## src/rmp_pkg.sv

```systemverilog
// Shared types and constants of the RGB MSE and PSNR meter.
package rmp_pkg;
   localparam int MAX_DIM_DEFAULT = 4096;
   localparam int CHANNEL_MAX_DEFAULT = 255;
   localparam int ACC_W = 42;
   localparam int CNT_W = 24;
   localparam int DIM_W = 13;
   localparam int MSE_W = 32;
   localparam int PSNR_W = 16;
   localparam int LOG_FRAC = 24;
   localparam int LOG_W = 30;
   localparam int QUO_W = 59;
   localparam logic [29:0] DB_PER_OCTAVE_Q28 = 30'd808071242;
   localparam logic CSR_WIDTH = 1'b0;
   localparam logic CSR_HEIGHT = 1'b1;

   // Commands from the controller to the datapath.
   typedef struct packed {
      logic accumulate;
      logic start_final;
      logic div_step;
      logic log_load;
      logic log_step;
      logic psnr_mult;
      logic psnr_done;
      logic clear;
   } cmd_type;

   // Status from the datapath to the controller.
   typedef struct packed {
      logic region_end;
   } status_type;
endpackage

```

## src/rmp_ctrl.sv

```systemverilog
// Controller: sequences accumulation, division, log and result hand-off.
module rmp_ctrl (
   input  logic clock,
   input  logic reset,
   input  logic req_valid,
   output logic req_ready,
   output logic rsp_valid,
   input  logic rsp_ready,
   input  rmp_pkg::status_type status,
   output rmp_pkg::cmd_type cmd
);
   typedef enum logic [2:0] {
      IDLE, DIVIDE, LOG_LOAD, LOG_RUN, MULT, PROD, CLEAR, RESP
   } state_type;

   state_type state_ff, state_in;
   logic [5:0] step_ff, step_in;
   logic rsp_valid_ff, rsp_valid_in;
   logic take;

   assign take = req_valid && req_ready;
   assign req_ready = (state_ff == IDLE);
   assign rsp_valid = rsp_valid_ff;

   always_comb begin
      state_in = state_ff;
      step_in = step_ff;
      rsp_valid_in = rsp_valid_ff;
      cmd = '0;
      case (state_ff)
         IDLE: begin
            if (take) begin
               cmd.accumulate = 1'b1;
               if (status.region_end) begin
                  cmd.start_final = 1'b1;
                  state_in = DIVIDE;
                  step_in = '0;
               end
            end
         end
         DIVIDE: begin
            cmd.div_step = 1'b1;
            step_in = step_ff + 6'd1;
            if (step_ff == 6'(rmp_pkg::QUO_W - 1)) state_in = LOG_LOAD;
         end
         LOG_LOAD: begin
            cmd.log_load = 1'b1;
            step_in = '0;
            state_in = LOG_RUN;
         end
         LOG_RUN: begin
            cmd.log_step = 1'b1;
            step_in = step_ff + 6'd1;
            if (step_ff == 6'(rmp_pkg::LOG_FRAC - 1)) state_in = MULT;
         end
         MULT: begin
            cmd.psnr_mult = 1'b1;
            state_in = PROD;
         end
         PROD: begin
            cmd.psnr_done = 1'b1;
            state_in = CLEAR;
         end
         CLEAR: begin
            cmd.clear = 1'b1;
            rsp_valid_in = 1'b1;
            state_in = RESP;
         end
         RESP: begin
            if (rsp_ready) begin
               rsp_valid_in = 1'b0;
               state_in = IDLE;
            end
         end
         default: state_in = IDLE;
      endcase
   end

   always_ff @(posedge clock) begin
      if (reset) begin
         state_ff <= IDLE;
         step_ff <= '0;
         rsp_valid_ff <= 1'b0;
      end else begin
         state_ff <= state_in;
         step_ff <= step_in;
         rsp_valid_ff <= rsp_valid_in;
      end
   end
endmodule

```

## config.mk

```make
export PLATFORM = sky130hd
export DESIGN_NAME = rmp_ctrl
export DESIGN_NICKNAME = d
export VERILOG_FILES = /design/src/rmp_pkg.sv /design/src/rmp_ctrl.sv
export SDC_FILE = /design/constraint.sdc
export NUM_CORES = 1
export LEC_CHECK = 0
export ABC_AREA = 0
export BUFFER_PORTS_ARGS = -buffer_cell sky130_fd_sc_hd__buf_2
export CAP_MARGIN = 20
export CELL_PAD_IN_SITES_DETAIL_PLACEMENT = 0
export CELL_PAD_IN_SITES_GLOBAL_PLACEMENT = 1
export CORE_MARGIN = 4
export CORE_UTILIZATION = 35
export CTS_CLUSTER_DIAMETER = 150
export DETAILED_ROUTE_END_ITERATION = 7
export PLACE_DENSITY_LB_ADDON = 0.1
export SETUP_SLACK_MARGIN = 0.3
export SLEW_MARGIN = 20
export SYNTH_ARGS = -nofsm -noshare
export SYNTH_HDL_FRONTEND = slang
export SYNTH_SLANG_ARGS = --single-unit
```

## constraint.sdc

```tcl
create_clock -name clock -period 2.11 [get_ports clock]
set_input_delay 0 -clock clock [delete_from_list [all_inputs] [get_ports clock]]
set_output_delay 0 -clock clock [all_outputs]
set_load 0.01 [all_outputs]
```

==> results.md, run 1 <==
- Result of the run: finished, final reports clean
- Max cap viols: 0
- Count of vias placed by the detailed router: 685
- Avg Cell Area, Syn: 8.91 um^2
- Starting DRT DRC Count: 17
- Sequential-to-total area share from yosys stat: 26.4%
- Placeable core area: 0.00200 mm^2
- Vert. Die Dim: 54.5 um
- Final Total Pwr: 0.996 mW
- First-pass iteration count of the detailed router: 4
- GPL Wtd Cong: 0.803
- Proportion of synthesized flip-flops having asynchronous set or reset: 0%
- Remaining antenna violation count: 0
- Setup violations, final: 0
- H-tree levels: 1
- Average wire per cell in the routed design: 13.0 um
- Internal power: 0.608 mW
- Clock Pin Slew Worst Setup and Hold Paths: 80 ps
- Ordered list of cells on the worst path: inv_2 > ha_4 > a21boi_4 > or3_4 > a2111oi_4 > mux2_1
- CTS tree: built
- Top cell type by total area after synthesis: sky130_fd_sc_hd__dfxtp_1
- Sequential power share: 25.2%
- Combinational fraction of design power: 56.4%
- Initial cell density of the core: 37.8%
- Total negative slack for setup checks: 0 ps
- Share of post-route cells with drive strength above 1: 41.5%
- Final WL: 1720 um
- CP bufs+invs: 1
- Wire length of the first global-routing pass: 2860 um
- Worst setup slack after placement: 74.6 ps
- Most instantiated library cell after synthesis: sky130_fd_sc_hd__dfxtp_1
- Element type at the critical path start: flip-flop
- Hold_ws: 55.1 ps
- Floorplan die width: 54.5 um
- Gate count of the mapped netlist: 85
- Kind of end point of the critical path: flip-flop
- Critical path start-end classification: flip-flop to flip-flop
- Clock root buffer master: sky130_fd_sc_hd__clkbuf_4
- Clock sink count: 10
- Number of max-slew violations in the final report: 0
- Setup Skew: 5.04 ps
- Top flip-flop cell by instance count after synthesis: sky130_fd_sc_hd__dfxtp_1
- Count of cell types in the netlist: 29
- Die area: 0.00297 mm^2
- Number of cells traversed by the worst register-to-register path: 6
- # IOs: 15
- Skew-Pair Late Insertion Delay: 270 ps
- Number of nets produced by synthesis: 96
- Delay of the slowest critical-path stage: 380 ps
- Overflow after GRT: 0
- Normalized max-slew margin: 78.6%
- Detailed placer's ending HPWL: 1260 um
- Num rows: 16
- Count of input and output buffers: 14
- Vias in the first global route: 632
- Max Freq: 0.530 GHz
- Clock network fraction of design power: 18.4%
- Vias per std cell: 5.15
- Number of instances on the worst hold path: 4
- Synth top area cells: sky130_fd_sc_hd__dfxtp_1 26%, sky130_fd_sc_hd__ha_1 9.9%, sky130_fd_sc_hd__a2111oi_4 7.3%, sky130_fd_sc_hd__mux2_2 6.0%, sky130_fd_sc_hd__nand2b_1 4.1%
- Period utilisation layout: 89.4%
- Synth cell count leaders: 10 x sky130_fd_sc_hd__dfxtp_1, 6 x sky130_fd_sc_hd__a21oi_1, 6 x sky130_fd_sc_hd__ha_1, 6 x sky130_fd_sc_hd__nor3_1
- Kind of cell with the highest combined delay on the critical path: compound AO/OA/AOI/OAI gates
- GRT Resource Usage Total: 13.0%
- Worst flop-to-flop path startpoint: state_ff[0]$_SDFFE_PP0P_
- Critical hold path startpoint: rsp_ready
- Data arrival time of the critical path: 2050 ps
- Minimum setup slack in the final design: 224 ps
- Layout Area Growth over Synthesis: 33.7%
- Capture instance of the worst register-to-register path: step_ff[5]$_SDFFE_PP0P_
- Number of synthesized flops with an enable pin: 0
- Internal reg-to-reg setup slack: 220 ps
- Synthesized flop and latch total: 10
- P per Cell Area: 984 mW/mm^2
- Total number of yosys warnings: 0
- Quantity of hold-fixing buffers added after cts: 0
- Hold/Removal Path Class: input pin to flip-flop
- Count of nets after finishing: 118
- Clock period minus worst slack: 1890 ps
- DRC: 0
- TritonCTS Buffers: 3
- Actual transition at the worst max-transition pin: 319 ps
- Terminating pin of the worst hold path: rsp_valid$_SDFFE_PP0P_
- Max Buffers Root-to-Sink: 2
- Static leakage: 0.397 nW
- Data required, critical path: 2270 ps
- Number of antenna violations at the first check in global routing: 0
- Final Hold Violating Endpoints: 0
- Crit path max fanout: 6
- Area share of the largest cell type after synthesis: 26.4%
- Maximum number of pins on one net before global-route repair: 16
- Summed instance area of the synthesized netlist: 757 um^2
- Net switching power figure: 0.388 mW
- RSZ-0062 raised after global routing: true
- Net switching share of the total power: 39.0%
- Cell with the biggest individual delay on the critical path: sky130_fd_sc_hd__or3_4
- Fill cells: 209
- Maximum ir drop on the vdd rail: 480 uV
- Diode count: 0
cell type report:
| cell class | instances | area [um^2] | share of cell area (%) |
|---|---|---|---|
| multi-input cells | 69 | 602 | 59.5 |
| clock buffers | 4 | 36.3 | 3.58 |
| well taps | 27 | 33.8 | 3.34 |
| repair buffers | 20 | 119 | 11.7 |
| flip-flops and latches | 10 | 208 | 20.5 |
| inverters | 3 | 13.8 | 1.36 |
how the worst max path moves through the flow:
| stage | end | from | depth (start not counted) |
|---|---|---|---|
| 4_1_cts | step_ff[5]$_SDFFE_PP0P_ | state_ff[1]$_SDFFE_PP0P_ | 6 |
| 3_3_place_gp | step_ff[5]$_SDFFE_PP0P_ | state_ff[0]$_SDFFE_PP0P_ | 6 |
| 5_1_grt | step_ff[5]$_SDFFE_PP0P_ | state_ff[1]$_SDFFE_PP0P_ | 6 |
| 3_5_place_dp | step_ff[5]$_SDFFE_PP0P_ | state_ff[0]$_SDFFE_PP0P_ | 6 |
| 2_1_floorplan | step_ff[5]$_SDFFE_PP0P_ | state_ff[0]$_SDFFE_PP0P_ | 7 |
| 6_report | step_ff[5]$_SDFFE_PP0P_ | state_ff[0]$_SDFFE_PP0P_ | 6 |
layer usage:
metal / track usage [%] / vias to the layer above / wire length [um]
met2: 19.7 / 16 / 724
met5: 0 / - / 0
met3: 3.54 / 0 / 110
li1: - / 351 / -
met4: 2.49 / 0 / 0
met1: 18.4 / 318 / 888
power by group through the flow:
stage          clock network, mW  registers (mW)  logic (mW)
2_1_floorplan                  0           0.243       0.359
3_3_place_gp                   0           0.247       0.454
3_5_place_dp                   0           0.249       0.454
4_1_cts                    0.191           0.247       0.472
5_1_grt                    0.201           0.257       0.618
6_report                   0.183           0.251       0.562
sequential cells by signal, indices dropped and copies added (netlist names):
register / flops
step_ff: 6
state_ff: 3
rsp_valid: 1
kinds of logic (layout without fill, tap and decap cells):
kind of cell             count (synthesis)  in the layout  synth area share [%]
adder cells (fa/ha/maj)                  6              6                  9.92
buffers and inverters                    6             27                  3.97
flip-flops                              10             10                  26.4
AO/OA/AOI/OAI                           17             17                  20.7
AND/OR/NAND/NOR                         40             40                  30.2
multiplexers                             6              6                  8.76
worst register-to-register path, stage by stage, from the launching register on:
cell and delay, ps:
sky130_fd_sc_hd__dfxtp_4 370, sky130_fd_sc_hd__inv_2 60, sky130_fd_sc_hd__ha_4 180, sky130_fd_sc_hd__a21boi_4 140, sky130_fd_sc_hd__or3_4 380, sky130_fd_sc_hd__a2111oi_4 320
sky130_fd_sc_hd__mux2_1 350
stage by stage:
stage	util, %	instances	instance area, um^2
floorplan	-	85	787
global placement	44.3	125	887
CTS	47.0	130	941
detailed placement	44.3	125	887
finish	50.6	133	1010
global route	50.6	133	1010
layout by cell type (no fill, tap or decap), drive strengths merged, types with 5 or more instances in the layout:
master / n
a21oi: 6
buf: 20
dfxtp: 10
ha: 6
mux2: 5
nand2b: 5
nor2b: 5
nor3: 6
repair_timing:
item / in CTS / in global routing
resized for setup: 3 / 11
gates cloned: 0 / 0
buffers inserted: 1 / 3
pin swaps: 1 / 4
endpoints found under the setup margin: 4 / 4
(Power assumes the default switching activity.)
==> run 2, diff against run 1 <==
--- a/config.mk
+++ b/config.mk
@@ -5,13 +5,13 @@
 export SDC_FILE = /design/constraint.sdc
 export NUM_CORES = 1
 export LEC_CHECK = 0
-export ABC_AREA = 0
+export ABC_AREA = 1
 export BUFFER_PORTS_ARGS = -buffer_cell sky130_fd_sc_hd__buf_2
 export CAP_MARGIN = 20
 export CELL_PAD_IN_SITES_DETAIL_PLACEMENT = 0
 export CELL_PAD_IN_SITES_GLOBAL_PLACEMENT = 1
 export CORE_MARGIN = 4
-export CORE_UTILIZATION = 35
+export CORE_UTILIZATION = 33
 export CTS_CLUSTER_DIAMETER = 150
 export DETAILED_ROUTE_END_ITERATION = 7
 export PLACE_DENSITY_LB_ADDON = 0.1
==> run 2 against run 1 <==
Cell count up 19%. Clock power down 2%. Sequential power up 18%. Wire length down 9.0%. Clock-buffer cell count unchanged. First-iteration DRC count down 71%. Core utilization down 9.7 points. Non-clock buffer count down 5. Sequential share of layout area up 1.8 points.
==> results.md, run 2 <==
- Result of the run: finished, final reports clean (unchanged)
- Delay of the slowest critical-path stage: 360 ps (was 380 ps)
- Ordered list of cells on the worst path: inv_1 > ha_1 > o21ai_2 > nand2_2 > nand2_4 > inv_4 > nand2_1 > nand2_1 > nand2_1 > nor2_2 (was inv_2 > ha_4 > a21boi_4 > or3_4 > a2111oi_4 > mux2_1)
- Count of input and output buffers: 14 (unchanged)
- Most instantiated library cell after synthesis: sky130_fd_sc_hd__nand2_1 (was sky130_fd_sc_hd__dfxtp_1)
- Leading cell type in the layout, fill and taps excluded: sky130_fd_sc_hd__nand2_1 (was sky130_fd_sc_hd__buf_2)
- Final instance area: 896 um^2 (was 0.00101 mm^2)
- Static leakage: 0.461 nW (was 0.397 nW)
- Vias in the first global route: 623 (was 632)
- Placeable core area: 0.00219 mm^2 (was 0.00200 mm^2)
- Max Buffers Root-to-Sink: 2 (unchanged)
- Maximum number of pins on one net before global-route repair: 11 (was 16)
- Initial cell density of the core: 34.5% (was 37.8%)
- Cell Area, Placed: 850 um^2 (was 887 um^2)
- Period utilisation layout: 73.0% (was 89.4%)
- Count of vias placed by the detailed router: 694 (was 685)
- First-pass iteration count of the detailed router: 4 (unchanged)
- DRC: 0 (unchanged)
- Critical path start-end classification: flip-flop to flip-flop (unchanged)
- Critical Path Most Common Cell: sky130_fd_sc_hd__nand2_1
- Post-synthesis compound-gate area fraction: 10.9% (was 20.7%)
- Data required, critical path: 2290 ps (was 2270 ps)
- Num rows: 17 (was 16)
- Crit path max fanout: 6 (unchanged)
- Count of cell types in the netlist: 27 (was 29)
- GRT Resource Usage Total: 11.0% (was 13.0%)
- Synthesized-area fraction occupied by and/or/nand/nor cells: 37.3% (was 30.2%)
- H-tree levels: 1 (unchanged)
- Actual transition at the worst max-transition pin: 464 ps (was 319 ps)
- Synth Area in XOR/XNOR: 1.16% (was 0%)
- Dominant combinational cell family by area after synthesis: simple AND/OR/NAND/NOR gates (unchanged)
- Setup Skew: 2.65 ps (was 5.04 ps)
- Clock root buffer master: sky130_fd_sc_hd__clkbuf_4 (unchanged)
- Clock network fraction of design power: 14.5% (was 18.4%)
- Diode count: 0 (unchanged)
- Internal power: 0.611 mW (was 0.608 mW)
- Synthesized flop and latch total: 10 (unchanged)
- Clock Pin Slew Worst Setup and Hold Paths: 70 ps (was 80 ps)
- Net switching share of the total power: 50.5% (was 39.0%)
- Net switching power figure: 0.624 mW (was 0.388 mW)
- Skew-Pair Late Insertion Delay: 270 ps (about the same)
- Share of post-route cells with drive strength above 1: 24.6% (was 41.5%)
- Layout Area Growth over Synthesis: 18.5% (was 33.7%)
- Area share of the largest cell type after synthesis: 26.5% (was 26.4%)
- Clock period minus worst slack: 1540 ps (was 1890 ps)
- Data arrival time of the critical path: 1720 ps (was 2050 ps)
- Total number of yosys warnings: 0 (unchanged)
- Maximum ir drop on the vdd rail: 752 uV (was 480 uV)
- Floorplan die width: 55.9 um (was 54.5 um)
- Remaining antenna violation count: 0 (unchanged)
- Proportion of synthesized flip-flops having asynchronous set or reset: 0% (unchanged)
- Summed instance area of the synthesized netlist: 756 um^2 (was 757 um^2)
- Arithmetic-cell share of the synthesized area counting full adders, half adders and majority gates: 9.93% (was 9.92%)
- Average wire per cell in the routed design: 9.92 um (was 13.0 um)
- Detailed placer's ending HPWL: 1300 um (was 1260 um)
- # IOs: 15 (unchanged)
- Commonest non-fill, non-tap cells in the layout: 24 x sky130_fd_sc_hd__nand2_1, 19 x sky130_fd_sc_hd__inv_1, 17 x sky130_fd_sc_hd__nor2_1, 14 x sky130_fd_sc_hd__buf_2, 10 x sky130_fd_sc_hd__dfxtp_1 (was 14 x sky130_fd_sc_hd__buf_2, 8 x sky130_fd_sc_hd__dfxtp_1, 6 x sky130_fd_sc_hd__a21oi_1, 6 x sky130_fd_sc_hd__nor3_1)
- GPL Wtd Cong: 0.735 (was 0.803)
- Cell with the biggest individual delay on the critical path: sky130_fd_sc_hd__dfxtp_1 (was sky130_fd_sc_hd__or3_4)
- Wire length of the first global-routing pass: 2730 um (was 2860 um)
- Combinational fraction of design power: 61.5% (was 56.4%)
- RSZ-0062 raised after global routing: false (was true)
- Gate count of the mapped netlist: 112 (was 85)
- Final Total Pwr: 1.24 mW (was 0.996 mW)
- Sequential-to-total area share from yosys stat: 26.5% (was 26.4%)
- Buffers inserted during post-CTS setup optimization: 0 (was 1)
- Number of synthesized flops with an enable pin: 0 (unchanged)
- Number of nets produced by synthesis: 123 (was 96)
- Total negative slack for setup checks: 0 ps (unchanged)
- Flip-flop count of the largest register after layout: 6 (unchanged)
- Max Freq: 0.649 GHz (was 0.530 GHz)
- Overflow after GRT: 0 (unchanged)
- Synth cell count leaders: 24 x sky130_fd_sc_hd__nand2_1, 19 x sky130_fd_sc_hd__inv_1, 17 x sky130_fd_sc_hd__nor2_1, 10 x sky130_fd_sc_hd__dfxtp_1, 6 x sky130_fd_sc_hd__ha_1 (was 10 x sky130_fd_sc_hd__dfxtp_1, 6 x sky130_fd_sc_hd__a21oi_1, 6 x sky130_fd_sc_hd__ha_1, 6 x sky130_fd_sc_hd__nor3_1)
- Avg Cell Area, Syn: 6.75 um^2 (was 8.91 um^2)
- Max cap viols: 0 (unchanged)
- Hold/Removal Path Class: input pin to flip-flop (unchanged)
- Number of antenna violations at the first check in global routing: 0 (unchanged)
- Number of max-slew violations in the final report: 0 (unchanged)
- Starting DRT DRC Count: 5 (was 17)
- Die area: 0.00312 mm^2 (was 0.00297 mm^2)
- Synth top area cells: sky130_fd_sc_hd__dfxtp_1 26%, sky130_fd_sc_hd__nand2_1 12%, sky130_fd_sc_hd__ha_1 9.9%, sky130_fd_sc_hd__inv_1 9.4%, sky130_fd_sc_hd__nor2_1 8.4% (was sky130_fd_sc_hd__dfxtp_1 26%, sky130_fd_sc_hd__ha_1 9.9%, sky130_fd_sc_hd__a2111oi_4 7.3%, sky130_fd_sc_hd__mux2_2 6.0%, sky130_fd_sc_hd__nand2b_1 4.1%)
- Top flip-flop cell by instance count after synthesis: sky130_fd_sc_hd__dfxtp_1 (unchanged)
- Clock sink count: 10 (unchanged)
- Multiplexer fraction of the synthesized cell area: 0% (was 8.76%)
- Top cell type by total area after synthesis: sky130_fd_sc_hd__dfxtp_1 (unchanged)
- Final Hold Violating Endpoints: 0 (unchanged)
- P per Cell Area: 1380 mW/mm^2 (was 984 mW/mm^2)
- Vert. Die Dim: 55.9 um (was 54.5 um)
- CTS tree: built (unchanged)
- Worst setup slack after placement: 560 ps (was 74.6 ps)
- Vias per std cell: 4.39 (was 5.15)
- Sequential power share: 24.0% (was 25.2%)
- Kind of end point of the critical path: flip-flop (unchanged)
- Element type at the critical path start: flip-flop (unchanged)
- Final WL: 1570 um (was 1720 um)
- Biggest register: step_ff (unchanged)
- Count of nets after finishing: 142 (was 118)
- TritonCTS Buffers: 3 (unchanged)
- Normalized max-slew margin: 69.0% (was 78.6%)
- Setup violations, final: 0 (unchanged)
- Minimum setup slack in the final design: 569 ps (was 224 ps)
[run 2: changes by cell type after synthesis, moves of 4 or more]
cell,previous run,this run
sky130_fd_sc_hd__nand2_1,4,24
sky130_fd_sc_hd__inv_1,3,19
sky130_fd_sc_hd__nor2_1,3,17
sky130_fd_sc_hd__nand2b_1,5,0
sky130_fd_sc_hd__nor2b_1,5,0
sky130_fd_sc_hd__and2_1,4,0
sky130_fd_sc_hd__mux2_2,4,0
sky130_fd_sc_hd__nand2_4,0,4
sky130_fd_sc_hd__nor3_1,6,2
[run 2: what timing repair did]
| item | in CTS | in global routing |
|---|---|---|
| resized for setup | 0 | 0 |
| hold endpoints to repair | 4 | 0 |
| hold buffers | 1 | 0 |
[run 2: layer usage]
metal  vias to the layer above  track usage, %  wire, um  share of wire (%)
met3                         4            3.48        84                5.4
met5                         -               0         0                  0
met2                        16            16.9       679                 43
li1                        381               -         -                  -
met1                       293            13.6       777                 50
met4                         0            6.10        27                1.7
[run 2: metrics by stage]
| step | hold WS (ps) | utilization [%] | cells |
|---|---|---|---|
| floorplan | 69.1 | - | 112 |
| CTS | 71.8 | 40.9 | 158 |
| finish | 77.3 | 40.9 | 158 |
| global placement | 250 | 38.8 | 153 |
| global route | 133 | 40.9 | 158 |
| detailed placement | 247 | 38.8 | 153 |
[run 2: power groups by stage]
stage                     combinational (mW)  sequential (mW)  clock, mW
after global placement                 0.768            0.301          0
after global routing                   0.863            0.309      0.194
after detailed placement               0.770            0.302          0
final                                  0.760            0.296      0.179
after floorplan                        0.652            0.261          0
after CTS                              0.773            0.296      0.188
[run 2: cells by family after synthesis]
family,after synthesis
AND/OR/NAND/NOR,58
buffers and inverters,24
AO/OA/AOI/OAI,13
flip-flops,10
adder cells (fa/ha/maj),6
XOR/XNOR,1
[run 2: path summary, 6_finish.rpt]
| path | from | to | slack (ps) | depth (start not counted) |
|---|---|---|---|---|
| max | state_ff[1]$_SDFFE_PP0P_ | step_ff[5]$_SDFFE_PP0P_ | 570 | 10 |
| min reg2reg | rsp_valid$_SDFFE_PP0P_ | rsp_valid$_SDFFE_PP0P_ | 500 | 2 |
| max reg2reg | state_ff[1]$_SDFFE_PP0P_ | step_ff[5]$_SDFFE_PP0P_ | 570 | 10 |
| min | rsp_ready | rsp_valid$_SDFFE_PP0P_ | 80 | 4 |
[run 2: area by class of cell]
type / instances / area (um^2)
sequential: 10 / 200
clock buffer: 4 / 36.3
multi-input combinational: 78 / 448
tap: 28 / 35.0
inverter: 23 / 96.3
timing repair buffer: 15 / 80.1
fill: 232 / 1290
[run 2: worst max-delay path, delay by kind of cell (launching register included)]
family,cells,cell delay (ps)
adders and majority gates,1,240
AOI/OAI and AO/OA,1,290
buffers and inverters,2,140
and+or+nand+nor,6,400
DFF,1,360
